[src/hw/rtl/ils_pkg.sv]
// ----------------------------------------------------------------------------
// Indexed list store package
// Shared constants, command and status codes, and the controller/datapath
// interface structs.
// ----------------------------------------------------------------------------
package ils_pkg;

  localparam int unsigned IlsCapacity  = 64;
  localparam int unsigned IlsDataWidth = 32;

  localparam int unsigned CmdWidth    = 2;
  localparam int unsigned PosWidth    = 7;
  localparam int unsigned ValueWidth  = 32;
  localparam int unsigned StatusWidth = 2;
  localparam int unsigned CountWidth  = 7;

  typedef enum logic [CmdWidth-1:0] {
    CMD_READ   = 2'd0,
    CMD_INSERT = 2'd1,
    CMD_REMOVE = 2'd2
  } cmd_e;

  typedef enum logic [StatusWidth-1:0] {
    ST_DONE  = 2'd0,
    ST_RANGE = 2'd1,
    ST_FULL  = 2'd2
  } status_e;

  // Commands from the controller to the datapath.
  typedef struct packed {
    logic accept;     // latch the incoming transaction
    logic rd_en;      // issue a store read
    logic cap_rd;     // capture read data as the read result
    logic wr_shift;   // write the read data back one place over
    logic wr_val;     // write the new value at the position
    logic idx_dec;
    logic idx_inc;
    logic out_load;   // load the result register and update the count
  } ctrl_cmd_t;

  // Status from the datapath to the controller.
  typedef struct packed {
    logic [CmdWidth-1:0] cmd;
    logic                err_range;
    logic                err_full;
    logic                no_shift;
    logic                loop_last;
    logic                out_busy;
  } dp_status_t;

endpackage

[src/hw/rtl/ils_ram.sv]
// ----------------------------------------------------------------------------
// Generic single-port-write RAM
// One write port and one read port with registered read data.
// ----------------------------------------------------------------------------
module ils_ram #(
  parameter int unsigned WIDTH = 32,
  parameter int unsigned DEPTH = 64
) (
  input  logic                     clk_i,
  input  logic                     wr_en_i,
  input  logic [$clog2(DEPTH)-1:0] wr_addr_i,
  input  logic [WIDTH-1:0]         wr_data_i,
  input  logic                     rd_en_i,
  input  logic [$clog2(DEPTH)-1:0] rd_addr_i,
  output logic [WIDTH-1:0]         rd_data_o
);

  logic [WIDTH-1:0] mem_q [DEPTH];

  always_ff @(posedge clk_i) begin
    if (wr_en_i) begin
      mem_q[wr_addr_i] <= wr_data_i;
    end
    if (rd_en_i) begin
      rd_data_o <= mem_q[rd_addr_i];
    end
  end

endmodule

[src/hw/rtl/ils_ctrl.sv]
// ----------------------------------------------------------------------------
// Indexed list store controller
// Sequences reads, shift loops and result hand-off for one command at a time.
// ----------------------------------------------------------------------------
module ils_ctrl
  import ils_pkg::*;
(
  input  logic       clk_i,
  input  logic       rst_ni,
  input  logic       in_valid_i,
  output logic       in_stall_o,
  input  dp_status_t status_i,
  output ctrl_cmd_t  cmd_o
);

  localparam logic [3:0] S_IDLE    = 4'd0;
  localparam logic [3:0] S_DECIDE  = 4'd1;
  localparam logic [3:0] S_RD_WAIT = 4'd2;
  localparam logic [3:0] S_INS_RD  = 4'd3;
  localparam logic [3:0] S_INS_WR  = 4'd4;
  localparam logic [3:0] S_INS_VAL = 4'd5;
  localparam logic [3:0] S_RM_RD   = 4'd6;
  localparam logic [3:0] S_RM_WR   = 4'd7;
  localparam logic [3:0] S_DONE    = 4'd8;

  logic [3:0] state_q, state_d;

  assign in_stall_o = (state_q != S_IDLE);

  always_comb begin
    state_d = state_q;
    cmd_o   = '0;
    case (state_q)
      S_IDLE: begin
        if (in_valid_i) begin
          cmd_o.accept = 1'b1;
          state_d      = S_DECIDE;
        end
      end
      S_DECIDE: begin
        if (status_i.err_range || status_i.err_full) begin
          state_d = S_DONE;
        end else begin
          case (status_i.cmd)
            CMD_READ: begin
              cmd_o.rd_en = 1'b1;
              state_d     = S_RD_WAIT;
            end
            CMD_INSERT: begin
              if (status_i.no_shift) begin
                state_d = S_INS_VAL;
              end else begin
                cmd_o.rd_en = 1'b1;
                state_d     = S_INS_WR;
              end
            end
            CMD_REMOVE: begin
              if (status_i.no_shift) begin
                state_d = S_DONE;
              end else begin
                cmd_o.rd_en = 1'b1;
                state_d     = S_RM_WR;
              end
            end
            default: begin
              state_d = S_DONE;
            end
          endcase
        end
      end
      S_RD_WAIT: begin
        cmd_o.cap_rd = 1'b1;
        state_d      = S_DONE;
      end
      S_INS_RD: begin
        cmd_o.rd_en = 1'b1;
        state_d     = S_INS_WR;
      end
      S_INS_WR: begin
        cmd_o.wr_shift = 1'b1;
        if (status_i.loop_last) begin
          state_d = S_INS_VAL;
        end else begin
          cmd_o.idx_dec = 1'b1;
          state_d       = S_INS_RD;
        end
      end
      S_INS_VAL: begin
        cmd_o.wr_val = 1'b1;
        state_d      = S_DONE;
      end
      S_RM_RD: begin
        cmd_o.rd_en = 1'b1;
        state_d     = S_RM_WR;
      end
      S_RM_WR: begin
        cmd_o.wr_shift = 1'b1;
        if (status_i.loop_last) begin
          state_d = S_DONE;
        end else begin
          cmd_o.idx_inc = 1'b1;
          state_d       = S_RM_RD;
        end
      end
      S_DONE: begin
        if (!status_i.out_busy) begin
          cmd_o.out_load = 1'b1;
          state_d        = S_IDLE;
        end
      end
      default: begin
        state_d = S_IDLE;
      end
    endcase
  end

  always_ff @(posedge clk_i or negedge rst_ni) begin
    if (!rst_ni) begin
      state_q <= S_IDLE;
    end else begin
      state_q <= state_d;
    end
  end

endmodule

[src/hw/rtl/ils_datapath.sv]
// ----------------------------------------------------------------------------
// Indexed list store datapath
// Holds the entry store, the count, the loop index and the result register.
// ----------------------------------------------------------------------------
module ils_datapath
  import ils_pkg::*;
#(
  parameter int unsigned CAPACITY   = IlsCapacity,
  parameter int unsigned DATA_WIDTH = IlsDataWidth
) (
  input  logic                          clk_i,
  input  logic                          rst_ni,
  input  logic [CmdWidth-1:0]           command_i,
  input  logic [PosWidth-1:0]           position_i,
  input  logic signed [ValueWidth-1:0]  value_i,
  output logic                          out_valid_o,
  input  logic                          out_stall_i,
  output logic signed [ValueWidth-1:0]  read_value_o,
  output logic [StatusWidth-1:0]        status_o,
  output logic [CountWidth-1:0]         entry_count_o,
  input  ctrl_cmd_t                     cmd_i,
  output dp_status_t                    dp_status_o
);

  localparam int unsigned AW    = $clog2(CAPACITY);
  localparam int unsigned CNT_W = $clog2(CAPACITY + 1);
  localparam int unsigned CW    = (CNT_W > PosWidth) ? CNT_W : PosWidth;

  logic [CmdWidth-1:0]   cmd_q;
  logic [CW-1:0]         pos_q;
  logic [DATA_WIDTH-1:0] val_q;
  logic [CNT_W-1:0]      count_q, count_d;
  logic [AW-1:0]         idx_q;
  logic [ValueWidth-1:0] rdval_q;

  logic                          out_valid_q;
  logic [ValueWidth-1:0]         out_value_q;
  logic [StatusWidth-1:0]        out_status_q;
  logic [CountWidth-1:0]         out_count_q;

  logic signed [63:0]            val_ext;
  logic signed [DATA_WIDTH-1:0]  rd_s;
  logic signed [63:0]            rd_ext;
  logic [CW-1:0]                 cnt_w;
  logic [CW-1:0]                 idx_w;
  logic                          err_range;
  logic                          err_full;
  status_e                       status_code;

  logic                  ram_wr_en;
  logic [AW-1:0]         ram_wr_addr;
  logic [DATA_WIDTH-1:0] ram_wr_data;
  logic [AW-1:0]         ram_rd_addr;
  logic [DATA_WIDTH-1:0] ram_rd_data;

  assign val_ext = 64'(value_i);
  assign rd_s    = ram_rd_data;
  assign rd_ext  = 64'(rd_s);
  assign cnt_w   = CW'(count_q);
  assign idx_w   = CW'(idx_q);

  // Range and capacity checks against the count before this command.
  always_comb begin
    err_range = 1'b0;
    err_full  = 1'b0;
    case (cmd_q)
      CMD_READ:   err_range = (pos_q >= cnt_w);
      CMD_INSERT: begin
        err_range = (pos_q > cnt_w);
        err_full  = (count_q == CNT_W'(CAPACITY));
      end
      CMD_REMOVE: err_range = (pos_q >= cnt_w);
      default: begin
        err_range = 1'b0;
      end
    endcase
    if (err_range) begin
      status_code = ST_RANGE;
    end else if (err_full) begin
      status_code = ST_FULL;
    end else begin
      status_code = ST_DONE;
    end
  end

  always_comb begin
    dp_status_o.cmd       = cmd_q;
    dp_status_o.err_range = err_range;
    dp_status_o.err_full  = err_full;
    dp_status_o.out_busy  = out_valid_q && out_stall_i;
    if (cmd_q == CMD_REMOVE) begin
      dp_status_o.no_shift  = ((CW+1)'(pos_q) + (CW+1)'(1)) >= (CW+1)'(cnt_w);
      dp_status_o.loop_last = ((CW+1)'(idx_w) + (CW+1)'(2)) >= (CW+1)'(cnt_w);
    end else begin
      dp_status_o.no_shift  = (pos_q == cnt_w);
      dp_status_o.loop_last = (idx_w == pos_q);
    end
  end

  // Store addressing: insert moves entries toward the tail, remove toward
  // the head.
  always_comb begin
    ram_rd_addr = (cmd_q == CMD_REMOVE) ? AW'(idx_q + 1'b1) : idx_q;
    ram_wr_en   = cmd_i.wr_shift || cmd_i.wr_val;
    ram_wr_data = cmd_i.wr_val ? val_q : ram_rd_data;
    if (cmd_i.wr_val) begin
      ram_wr_addr = AW'(pos_q);
    end else if (cmd_q == CMD_INSERT) begin
      ram_wr_addr = AW'(idx_q + 1'b1);
    end else begin
      ram_wr_addr = idx_q;
    end
  end

  always_comb begin
    count_d = count_q;
    if (cmd_i.out_load && (status_code == ST_DONE)) begin
      if (cmd_q == CMD_INSERT) begin
        count_d = count_q + 1'b1;
      end else if (cmd_q == CMD_REMOVE) begin
        count_d = count_q - 1'b1;
      end
    end
  end

  ils_ram #(
    .WIDTH(DATA_WIDTH),
    .DEPTH(CAPACITY)
  ) u_entries (
    .clk_i    (clk_i),
    .wr_en_i  (ram_wr_en),
    .wr_addr_i(ram_wr_addr),
    .wr_data_i(ram_wr_data),
    .rd_en_i  (cmd_i.rd_en),
    .rd_addr_i(ram_rd_addr),
    .rd_data_o(ram_rd_data)
  );

  always_ff @(posedge clk_i) begin
    if (cmd_i.accept) begin
      cmd_q   <= command_i;
      pos_q   <= CW'(position_i);
      val_q   <= val_ext[DATA_WIDTH-1:0];
      rdval_q <= '1;
      if (command_i == CMD_INSERT) begin
        idx_q <= AW'(count_q - 1'b1);
      end else begin
        idx_q <= AW'(position_i);
      end
    end else begin
      if (cmd_i.idx_dec) begin
        idx_q <= idx_q - 1'b1;
      end else if (cmd_i.idx_inc) begin
        idx_q <= idx_q + 1'b1;
      end
      if (cmd_i.cap_rd) begin
        rdval_q <= rd_ext[ValueWidth-1:0];
      end
    end
    if (cmd_i.out_load) begin
      out_value_q  <= rdval_q;
      out_status_q <= status_code;
      out_count_q  <= CountWidth'(count_d);
    end
  end

  always_ff @(posedge clk_i or negedge rst_ni) begin
    if (!rst_ni) begin
      count_q     <= '0;
      out_valid_q <= 1'b0;
    end else begin
      count_q <= count_d;
      if (cmd_i.out_load) begin
        out_valid_q <= 1'b1;
      end else if (!out_stall_i) begin
        out_valid_q <= 1'b0;
      end
    end
  end

  assign out_valid_o   = out_valid_q;
  assign read_value_o  = out_value_q;
  assign status_o      = out_status_q;
  assign entry_count_o = out_count_q;

endmodule

[src/hw/rtl/indexed_list_store.sv]
// ----------------------------------------------------------------------------
// Indexed list store
// Ordered list of up to CAPACITY signed values with read, insert and remove
// by position, one command at a time.
// ----------------------------------------------------------------------------
// Usage: the input channel carries one command per transaction (read, insert
// or remove at a position, with a value for insert). Every accepted command
// answers with exactly one transaction on the output channel: the read value
// (all ones unless a good read), a status (done, out of range, list full) and
// the entry count after the command.
// The accepted command is first checked for range and capacity. A read issues
// a store read and captures the data. An insert shifts the entries from the
// tail down to the position one place toward the tail, a read and a write
// each, then writes the value (no shift on an append). A remove shifts the
// entries after the position toward the head. Refused commands go straight to
// the result. The shift loop moves entries one at a time through the single
// read and single write port of the entry RAM, so that loop sets the rate.
// The input stalls while a command is in progress and is open again as soon
// as its result sits in the output register, so a new command can start while
// the previous result waits. If the receiver stalls, the finished command
// holds in its last step until the output register frees up.
// Reset clears the count and the output valid; the entry RAM is not cleared
// and needs no clearing pass, since only positions below the count are read.
// ----------------------------------------------------------------------------
module indexed_list_store
  import ils_pkg::*;
#(
  parameter int unsigned CAPACITY   = IlsCapacity,
  parameter int unsigned DATA_WIDTH = IlsDataWidth
) (
  input  logic                          clk_i,
  input  logic                          rst_ni,
  input  logic                          in_valid_i,
  output logic                          in_stall_o,
  input  logic [CmdWidth-1:0]           command_i,
  input  logic [PosWidth-1:0]           position_i,
  input  logic signed [ValueWidth-1:0]  value_i,
  output logic                          out_valid_o,
  input  logic                          out_stall_i,
  output logic signed [ValueWidth-1:0]  read_value_o,
  output logic [StatusWidth-1:0]        status_o,
  output logic [CountWidth-1:0]         entry_count_o
);

  // Command and status bundles between the sequencer and the datapath.
  ctrl_cmd_t  ctrl_cmd;
  dp_status_t dp_status;

  ils_ctrl u_ctrl (
    .clk_i     (clk_i),
    .rst_ni    (rst_ni),
    .in_valid_i(in_valid_i),
    .in_stall_o(in_stall_o),
    .status_i  (dp_status),
    .cmd_o     (ctrl_cmd)
  );

  ils_datapath #(
    .CAPACITY  (CAPACITY),
    .DATA_WIDTH(DATA_WIDTH)
  ) u_datapath (
    .clk_i        (clk_i),
    .rst_ni       (rst_ni),
    .command_i    (command_i),
    .position_i   (position_i),
    .value_i      (value_i),
    .out_valid_o  (out_valid_o),
    .out_stall_i  (out_stall_i),
    .read_value_o (read_value_o),
    .status_o     (status_o),
    .entry_count_o(entry_count_o),
    .cmd_i        (ctrl_cmd),
    .dp_status_o  (dp_status)
  );

endmodule

[config.mk]
export PLATFORM = sky130hd
export DESIGN_NAME = indexed_list_store
export DESIGN_NICKNAME = d
export VERILOG_FILES = /design/src/hw/rtl/ils_pkg.sv /design/src/hw/rtl/ils_ram.sv /design/src/hw/rtl/ils_ctrl.sv /design/src/hw/rtl/ils_datapath.sv /design/src/hw/rtl/indexed_list_store.sv
export SDC_FILE = /design/constraint.sdc
export NUM_CORES = 2
export LEC_CHECK = 0
export BUFFER_PORTS_ARGS = -buffer_cell sky130_fd_sc_hd__buf_2
export CAP_MARGIN = 20
export CORE_ASPECT_RATIO = 1.2
export CORE_MARGIN = 8
export CORE_UTILIZATION = 46
export CTS_CLUSTER_DIAMETER = 30
export DETAILED_ROUTE_END_ITERATION = 12
export PLACE_DENSITY_LB_ADDON = 0.05
export SETUP_SLACK_MARGIN = 0.02
export SYNTH_ARGS = -nofsm -noshare
export SYNTH_HDL_FRONTEND = slang
export SYNTH_HIERARCHICAL = 1
export SYNTH_SLANG_ARGS = --single-unit
[constraint.sdc]
create_clock -name clk_i -period 7.9 [get_ports clk_i]
set_input_delay 0 -clock clk_i [delete_from_list [all_inputs] [get_ports clk_i]]
set_output_delay 0 -clock clk_i [all_outputs]
set_load 0.03 [all_outputs]
# Yosys cells after proc, flatten, opt, wreduce, memory -nomap -nowiden

Memory sizes are Yosys's and may differ from the RTL's. A register that Yosys moved wholly into a read port is not among the register bits.
Index checks and enable logic that the tools add are counted.
W data, S select, Z words.

Bits of input ports: 45
Output and inout bits: 43
Memories kept: 1
Memory bits (writable): 2048
Register bits: 132

Memory list:

| memory                     | words | width | read ports | clocked after memory_dff | write ports | line          | RTL |
|---|---|---|---|---|---|---|---|
| u_datapath.u_entries.mem_q | 64    | 32    | 1          | 1                        | 1           | ils_ram.sv:18 | `logic [WIDTH-1:0] mem_q [DEPTH];` |

Add/sub/neg operators: 6
Multiplexer cells: 43
Reduce and logical (&&, ||, !) cells: 15
$lt $le $gt $ge: 4
Equality and inequality tests: 17

Operators by type and width:

| operator              | number |
|---|---|
| $mux W6               | 7 |
| $mux W32              | 1 |
| $pmux W4 S8           | 1 |
| $mux W7               | 3 |
| $mux W4               | 5 |
| $mux W1               | 18 |
| $eq A4 B3 Y1 const B  | 4 |
| $ge A8 B7 Y1          | 2 |
| $pmux W4 S3           | 1 |
| $reduce_or A2 Y1      | 5 |
| $add A7 B1 Y8 const B | 1 |
| $eq A4 B2 Y1 const B  | 2 |
| $add A6 B2 Y7 const B | 1 |
| $add A7 B1 Y7 const B | 1 |
| $eq A6 B7 Y1          | 1 |
| $eq A7 B7 Y1          | 1 |
| $eq A7 B7 Y1 const B  | 1 |
| $ge A7 B7 Y1          | 1 |
| $gt A7 B7 Y1          | 1 |
| $sub A7 B1 Y7 const B | 1 |
| $add A6 B1 Y6 const B | 1 |
| $mux W2               | 3 |
| $pmux W1 S2           | 3 |
| $sub A6 B1 Y6 const B | 1 |
| 14 further kinds      | 19 |

# Depth between registers and ports, before layout

Depth in word-level cells: 8
Depth in mapped cells: 15
Gate-level depth less buffers: 13

# Cells and area by module

The synthesis kept the hierarchy.

Modules (own cells, without submodules):

| module       | seq. area each (um2) | times used | cells each | area each (um2) |
|---|---|---|---|---|
| ils_ram      | 62459.9              | 1          | 3324       | 78835.6 |
| ils_datapath | 3483.3               | 1          | 475        | 5987.0 |
| ils_ctrl     | 100.1                | 1          | 59         | 490.5 |

# Worst setup path before layout

Ideal clock, no wire load.

Path type: flip-flop to flip-flop
Start: register u_ctrl.state_q[1]
End: register u_datapath.out_count_q[1] (netlist: u_datapath/entry_count_o[1]) (data pin)
Stages on the path, launching flop included: 7
Data required time: 7.622 ns
Path slack: 1.247 ns
Arrival: 6.375 ns
Cells stage by stage: dfrtp_1 buf_2 or2_1 nor4b_1 o211ai_4 o31ai_1 a211oi_1

RTL lines:

| element                  | line                | RTL |
|---|---|---|
| start: declaration       | ils_ctrl.sv:26      | `logic [3:0] state_q, state_d;` |
| start signal: assignment | ils_ctrl.sv:121     | `state_q <= state_d;` |
| end signal: assignment   | ils_datapath.sv:163 | `out_count_q <= CountWidth'(count_d);` |
| end: declaration         | ils_datapath.sv:39  | `logic [CountWidth-1:0] out_count_q;` |

# Worst setup path after layout

Start: register u_datapath.cmd_q[0]
End: memory u_datapath.u_entries.mem_q[63][31] (enable)

Longest elaborated chain between the ends: 3

RTL lines:

| element                       | line                | RTL |
|---|---|---|
| start: declaration            | ils_datapath.sv:29  | `logic [CmdWidth-1:0] cmd_q;` |
| start signal: assignment      | ils_datapath.sv:141 | `cmd_q <= command_i;` |
| $eq A2 B1 Y1                  | ils_datapath.sv:108 | `end else if (cmd_q == CMD_INSERT) begin` |
| $mux W6                       | ils_datapath.sv:108 |  |
| $mux W6                       | ils_datapath.sv:106 | `if (cmd_i.wr_val) begin` |
| via u_datapath.ram_wr_addr[0] | ils_datapath.sv:51  | `logic [AW-1:0] ram_wr_addr;` |
| end: declaration              | ils_ram.sv:18       |  |

The timed path passes the listed nets, and every way through them passes these cells.

==> flow_summary.html <==
<table>
<tr><th>Metric</th><th>Value</th></tr>
<tr><th colspan="2">Critical path</th></tr>
<tr><td>Startpoint type of the worst setup path</td><td>register</td></tr>
<tr><td>Ordered cell list for the critical path</td><td>nor2b_1 -&gt; xnor2_1 -&gt; o21ai_0 -&gt; nand4_1 -&gt; nor2_4 -&gt; buf_4</td></tr>
<tr><td>Cells on worst reg2reg path</td><td>6</td></tr>
<tr><td>Slowest stage delay, CP</td><td>1.01 ns</td></tr>
<tr><td>CP Capture Type</td><td>register</td></tr>
<tr><td>Crit path max-delay cell type</td><td>nand4_1</td></tr>
<tr><td>Data arrival time at the worst-slack endpoint</td><td>5.53 ns</td></tr>
<tr><td>Worst Setup Path Type</td><td>reg -&gt; reg</td></tr>
<tr><td>Largest fanout on the critical path</td><td>17</td></tr>
<tr><td>Register-to-Register Setup Slack</td><td>2.98 ns</td></tr>
<tr><td>Crit Reg-Reg Endpoint</td><td>u_datapath/u_entries/mem_q[63][31]$_DFFE_PP_</td></tr>
<tr><td>RR Startpoint</td><td>u_datapath/cmd_q[0]$_DFFE_PP_</td></tr>
<tr><td>Required arrival time at the worst endpoint</td><td>8.51 ns</td></tr>
<tr><th colspan="2">Floorplan</th></tr>
<tr><td>IO Count</td><td>88</td></tr>
<tr><td>Total core area</td><td>0.185 mm²</td></tr>
<tr><td>Die Outline Area</td><td>0.200 mm²</td></tr>
<tr><td>Floorplan die width</td><td>409 µm</td></tr>
<tr><td>Standard-cell row count</td><td>173</td></tr>
<tr><td>Die H</td><td>488 µm</td></tr>
<tr><td>Starting density of the core</td><td>46.2%</td></tr>
<tr><th colspan="2">GRT</th></tr>
<tr><td>Number of global-route vias before repair</td><td>44.3k</td></tr>
<tr><td>Largest net degree at the start of global routing</td><td>98</td></tr>
<tr><td>Total Routing Usage GR</td><td>23.4%</td></tr>
<tr><td>Global-route wire length before repair</td><td>334000 µm</td></tr>
<tr><td>Congestion Overflow GR</td><td>0</td></tr>
<tr><td>Initial antenna violation count</td><td>8</td></tr>
<tr><th colspan="2">Detailed routing</th></tr>
<tr><td>Routed Antenna Nets</td><td>0</td></tr>
<tr><td>Router iterations before antenna repair</td><td>5</td></tr>
<tr><td>Vias</td><td>42.5k</td></tr>
<tr><td>Average via count per standard cell</td><td>5.90</td></tr>
<tr><td>Initial DRC count</td><td>4403</td></tr>
<tr><td>Wirelength per Cell</td><td>32.6 µm</td></tr>
<tr><td>Wire length reported by the detailed router</td><td>235000 µm</td></tr>
<tr><td>Post-detailed-route DRC marker count</td><td>0</td></tr>
<tr><th colspan="2">Logic synthesis</th></tr>
<tr><td>Share of the yosys chip area belonging to registers</td><td>77.4%</td></tr>
<tr><td>Synthesized flop and latch total</td><td>2212</td></tr>
<tr><td>Warnings, synthesis</td><td>6</td></tr>
<tr><td>Share of async-settable or async-resettable flops after synthesis</td><td>0.542%</td></tr>
<tr><td>Unique cell type count in the Yosys netlist</td><td>65</td></tr>
<tr><td>Main flop type after synthesis</td><td>edfxtp_1</td></tr>
<tr><td>Mean instance size in the synthesized netlist</td><td>22.1 µm²</td></tr>
<tr><td>Post-synthesis instance area</td><td>0.0853 mm²</td></tr>
<tr><td>Post-synth EDFFs</td><td>2168</td></tr>
<tr><td>Number of cells produced by synthesis</td><td>3858</td></tr>
<tr><td>Synth Net Count</td><td>3936</td></tr>
<tr><th colspan="2">Flow run</th></tr>
<tr><td>Count of max-cap constraint violations</td><td>0</td></tr>
<tr><th colspan="2">Timing</th></tr>
<tr><td>Final setup violation count</td><td>0</td></tr>
<tr><td>Slew of the pin with the lowest slew margin</td><td>1.06 ns</td></tr>
<tr><td>RSZ-0062 raised after global routing</td><td>false</td></tr>
<tr><td>Maximum clock rate</td><td>203 MHz</td></tr>
<tr><td>Final worst-path cycle share</td><td>62.3%</td></tr>
<tr><td>Max-slew violation count</td><td>0</td></tr>
<tr><td>Normalized max-slew margin</td><td>28.6%</td></tr>
<tr><td>Final setup TNS</td><td>0 ns</td></tr>
<tr><td>Period minus WS final</td><td>4.92 ns</td></tr>
<tr><td>Endpoints failing hold</td><td>0</td></tr>
<tr><td>Post-route clock skew</td><td>0.0749 ns</td></tr>
<tr><th colspan="2">Clock tree</th></tr>
<tr><td>Cell chosen for the clock root</td><td>clkbuf_16</td></tr>
<tr><td>Worst-path clk slew</td><td>0.05 ns</td></tr>
<tr><td>CTS Buf Count</td><td>430</td></tr>
<tr><td>TritonCTS clock tree</td><td>yes</td></tr>
<tr><td>Clk_lat worst skew</td><td>0.97 ns</td></tr>
<tr><td>CTS H-tree depth</td><td>5</td></tr>
<tr><td>Buffer levels on the longest clock path</td><td>4</td></tr>
<tr><td>Number of post-CTS setup repair buffers</td><td>0</td></tr>
<tr><td>Number of sinks driven by the clock tree</td><td>2212</td></tr>
<tr><th colspan="2">Layout</th></tr>
<tr><td>Utilization after layout</td><td>56.9%</td></tr>
<tr><td>Layout cell share with drive strength beyond 1</td><td>33.7%</td></tr>
<tr><td>Total number of nets in the final design</td><td>4489</td></tr>
<tr><td>Final Cell Area</td><td>0.105 mm²</td></tr>
<tr><td>Fill cell count</td><td>13.8k</td></tr>
<tr><td>Area Overhead vs Synth</td><td>23.2%</td></tr>
<tr><th colspan="2">Min path</th></tr>
<tr><td>Hold path cells</td><td>4</td></tr>
<tr><td>Endpoint of the worst hold-timing path</td><td>u_ctrl/state_q[0]$_DFFE_PN0P_</td></tr>
<tr><td>HP Start</td><td>in_valid_i</td></tr>
<tr><td>Classification of the worst-slack hold path</td><td>in -&gt; reg</td></tr>
<tr><th colspan="2">Place</th></tr>
<tr><td>Total cell area at the placement stage</td><td>0.0899 mm²</td></tr>
<tr><td>Sum of net half-perimeters after detailed placement</td><td>132000 µm</td></tr>
<tr><td>Number of I/O port buffers</td><td>87</td></tr>
<tr><td>Placer Congestion</td><td>0.777</td></tr>
<tr><th colspan="2">Pwr</th></tr>
<tr><td>Overall power after layout</td><td>46.7 mW</td></tr>
<tr><td>Highest ir drop seen on vdd</td><td>0.000353 V</td></tr>
<tr><td>Lkg Pwr</td><td>34.2 nW</td></tr>
<tr><td>Areal power density over the cells</td><td>444 mW/mm²</td></tr>
<tr><th colspan="2">Status</th></tr>
<tr><td>Run status</td><td>completed</td></tr>
</table>
## flip-flops by register name, indices dropped and copies added, names as in the netlist
signal	count
u_datapath/rdval_q	32
u_datapath/idx_q	6
u_datapath/u_entries/mem_q	2048
u_datapath/cmd_q	2
u_datapath/entry_count_o	7
u_datapath/cnt_w	7
u_datapath/pos_q	7
u_datapath/val_q	32
u_datapath/u_entries/rd_data_o	32
u_datapath/out_valid_o	1
u_datapath/read_value_o	32
u_datapath/status_o	2
u_ctrl/state_q	4
## critical path, delay by kind of cell (launching register included)
family                    cells  cell delay, ns
buffers and inverters         1            0.41
and+or+nand+nor               3            2.70
DFF                           1            0.54
AOI/OAI and AO/OA             1            0.85
xor gates and xnor gates      1            0.11
## placed cells by master, fill, tap and decap left out, types with 13 or more instances in the layout
master         Yosys  layout
inv_6              0      29
a21oi_1           84      84
clkinv_2           0      60
a211o_1           32      32
edfxtp_1        2168    2168
o21ai_0           19      17
dlygate4sd3_1      0      86
clkbuf_16          0     434
o221ai_1          28      28
nand3_1           19      19
clkinv_1           0      51
bufinv_16          0      61
nor2_1           156      92
nor2b_1           51      50
nor2_4             1      64
clkinvlp_4         0      43
inv_1             19      19
mux2i_1           95      95
o22ai_1           85      85
clkbuf_1          93      45
xnor2_1           24      21
buf_12             0      14
mux4_2           544     544
mux2_2            34      32
clkinv_4           0      40
ha_1              33      33
nor3_1            15      13
buf_2             60      87
dfxtp_1           32      32
a22oi_1           14      14
buf_4             27     144
nand2_1           53      53
## kinds of logic after synthesis
kind of cell	Yosys count	share of synthesized area (%)
xor gates and xnor gates	36	0.370
buffers and inverters	233	1.29
DFF	2212	77.4
adders and majority gates	33	0.484
AOI/OAI and AO/OA	310	2.47
muxes	673	15.9
and+or+nand+nor	361	2.05
## worst max path at each step
stage	startpoint	endpoint	cells past startpoint
after global routing	u_datapath/idx_q[0]$_DFFE_PP_	u_datapath/u_entries/rd_data_o[16]$_DFFE_PP_	11
after floorplan	u_ctrl/state_q[1]$_DFFE_PN0P_	u_datapath/entry_count_o[1]$_DFFE_PP_	6
final	u_datapath/cmd_q[0]$_DFFE_PP_	u_datapath/u_entries/mem_q[63][31]$_DFFE_PP_	6
after CTS	u_datapath/idx_q[0]$_DFFE_PP_	u_datapath/u_entries/rd_data_o[16]$_DFFE_PP_	11
after global placement	u_datapath/cmd_q[1]$_DFFE_PP_	u_datapath/u_entries/rd_data_o[16]$_DFFE_PP_	9
after detailed placement	u_datapath/idx_q[0]$_DFFE_PP_	u_datapath/u_entries/rd_data_o[16]$_DFFE_PP_	11
## what timing repair did
item | in CTS | in global routing
hold buffers | 86 | 0
hold endpoints to repair | 115 | 0
endpoints found under the setup margin | 0 | 0
resized for setup | 0 | 0
## stage by stage
step                      hold WS [ns]  cells  worst slack, ns
after floorplan                 -0.296   3858             1.25
after CTS                       0.0167   7202             2.85
after global placement         -0.0800   6336             2.28
after global routing            0.0703   7203             2.67
after detailed placement       -0.0903   6343             2.83
final                           0.0642   7204             2.98
## cells in the mapped netlist (5+ instances only)
library cell  instances  area share, %
nand2_1              53           0.23
a21oi_1              84           0.49
dfxtp_1              32           0.75
nand4_1               7          0.051
nand3_1              19           0.11
xor2_1               12           0.12
clkbuf_1             93           0.41
o21ai_0              19           0.11
buf_1                27           0.12
mux2i_1              95            1.1
nor3_1               15          0.088
nor2b_1              51           0.37
or3_1                 5          0.037
mux4_2              544             14
buf_2                60           0.35
nand2b_1             13          0.095
edfxtp_1           2168             76
a22oi_1              14           0.12
xnor2_1              24           0.25
a311oi_1              8          0.082
o221ai_1             28           0.29
nor2_1              156           0.69
mux2_2               34           0.45
a211o_1              32           0.33
inv_1                19          0.084
buf_4                27           0.24
nand3b_1              8          0.070
o22ai_1              85           0.62
and3_1               10          0.073
buf_6                 7          0.092
dfrtp_1              12           0.35
ha_1                 33           0.48
o32ai_1               6          0.062
## where the power goes
group | switching (mW) | internal, mW
Sequential | 0.449 | 15.1
Combinational | 8.34 | 4.92
Clock | 5.92 | 12.0
## area by class of cell
type / instances / area (µm²) / share of cell area (%)
Clock inverter: 291 / 3340 / 3.18
Inverter: 19 / 71.3 / 0.0678
Tap cell: 2450 / 3070 / 2.92
Antenna cell: 2 / 5.00 / 0.00476
Sequential cell: 2212 / 66000 / 62.8
Multi-Input combinational cell: 1413 / 18800 / 17.9
Timing Repair Buffer: 335 / 2770 / 2.63
Clock buffer: 482 / 11100 / 10.5
## layer usage
layer,track usage [%],up-vias,wire length (µm)
met5,0,-,0
met4,5.65,0,4580
met3,4.38,320,14700
met2,39.5,1493,118000
met1,31.6,23100,97100
li1,-,17600,-
No activity file was read; power rests on OpenSTA's default activity.
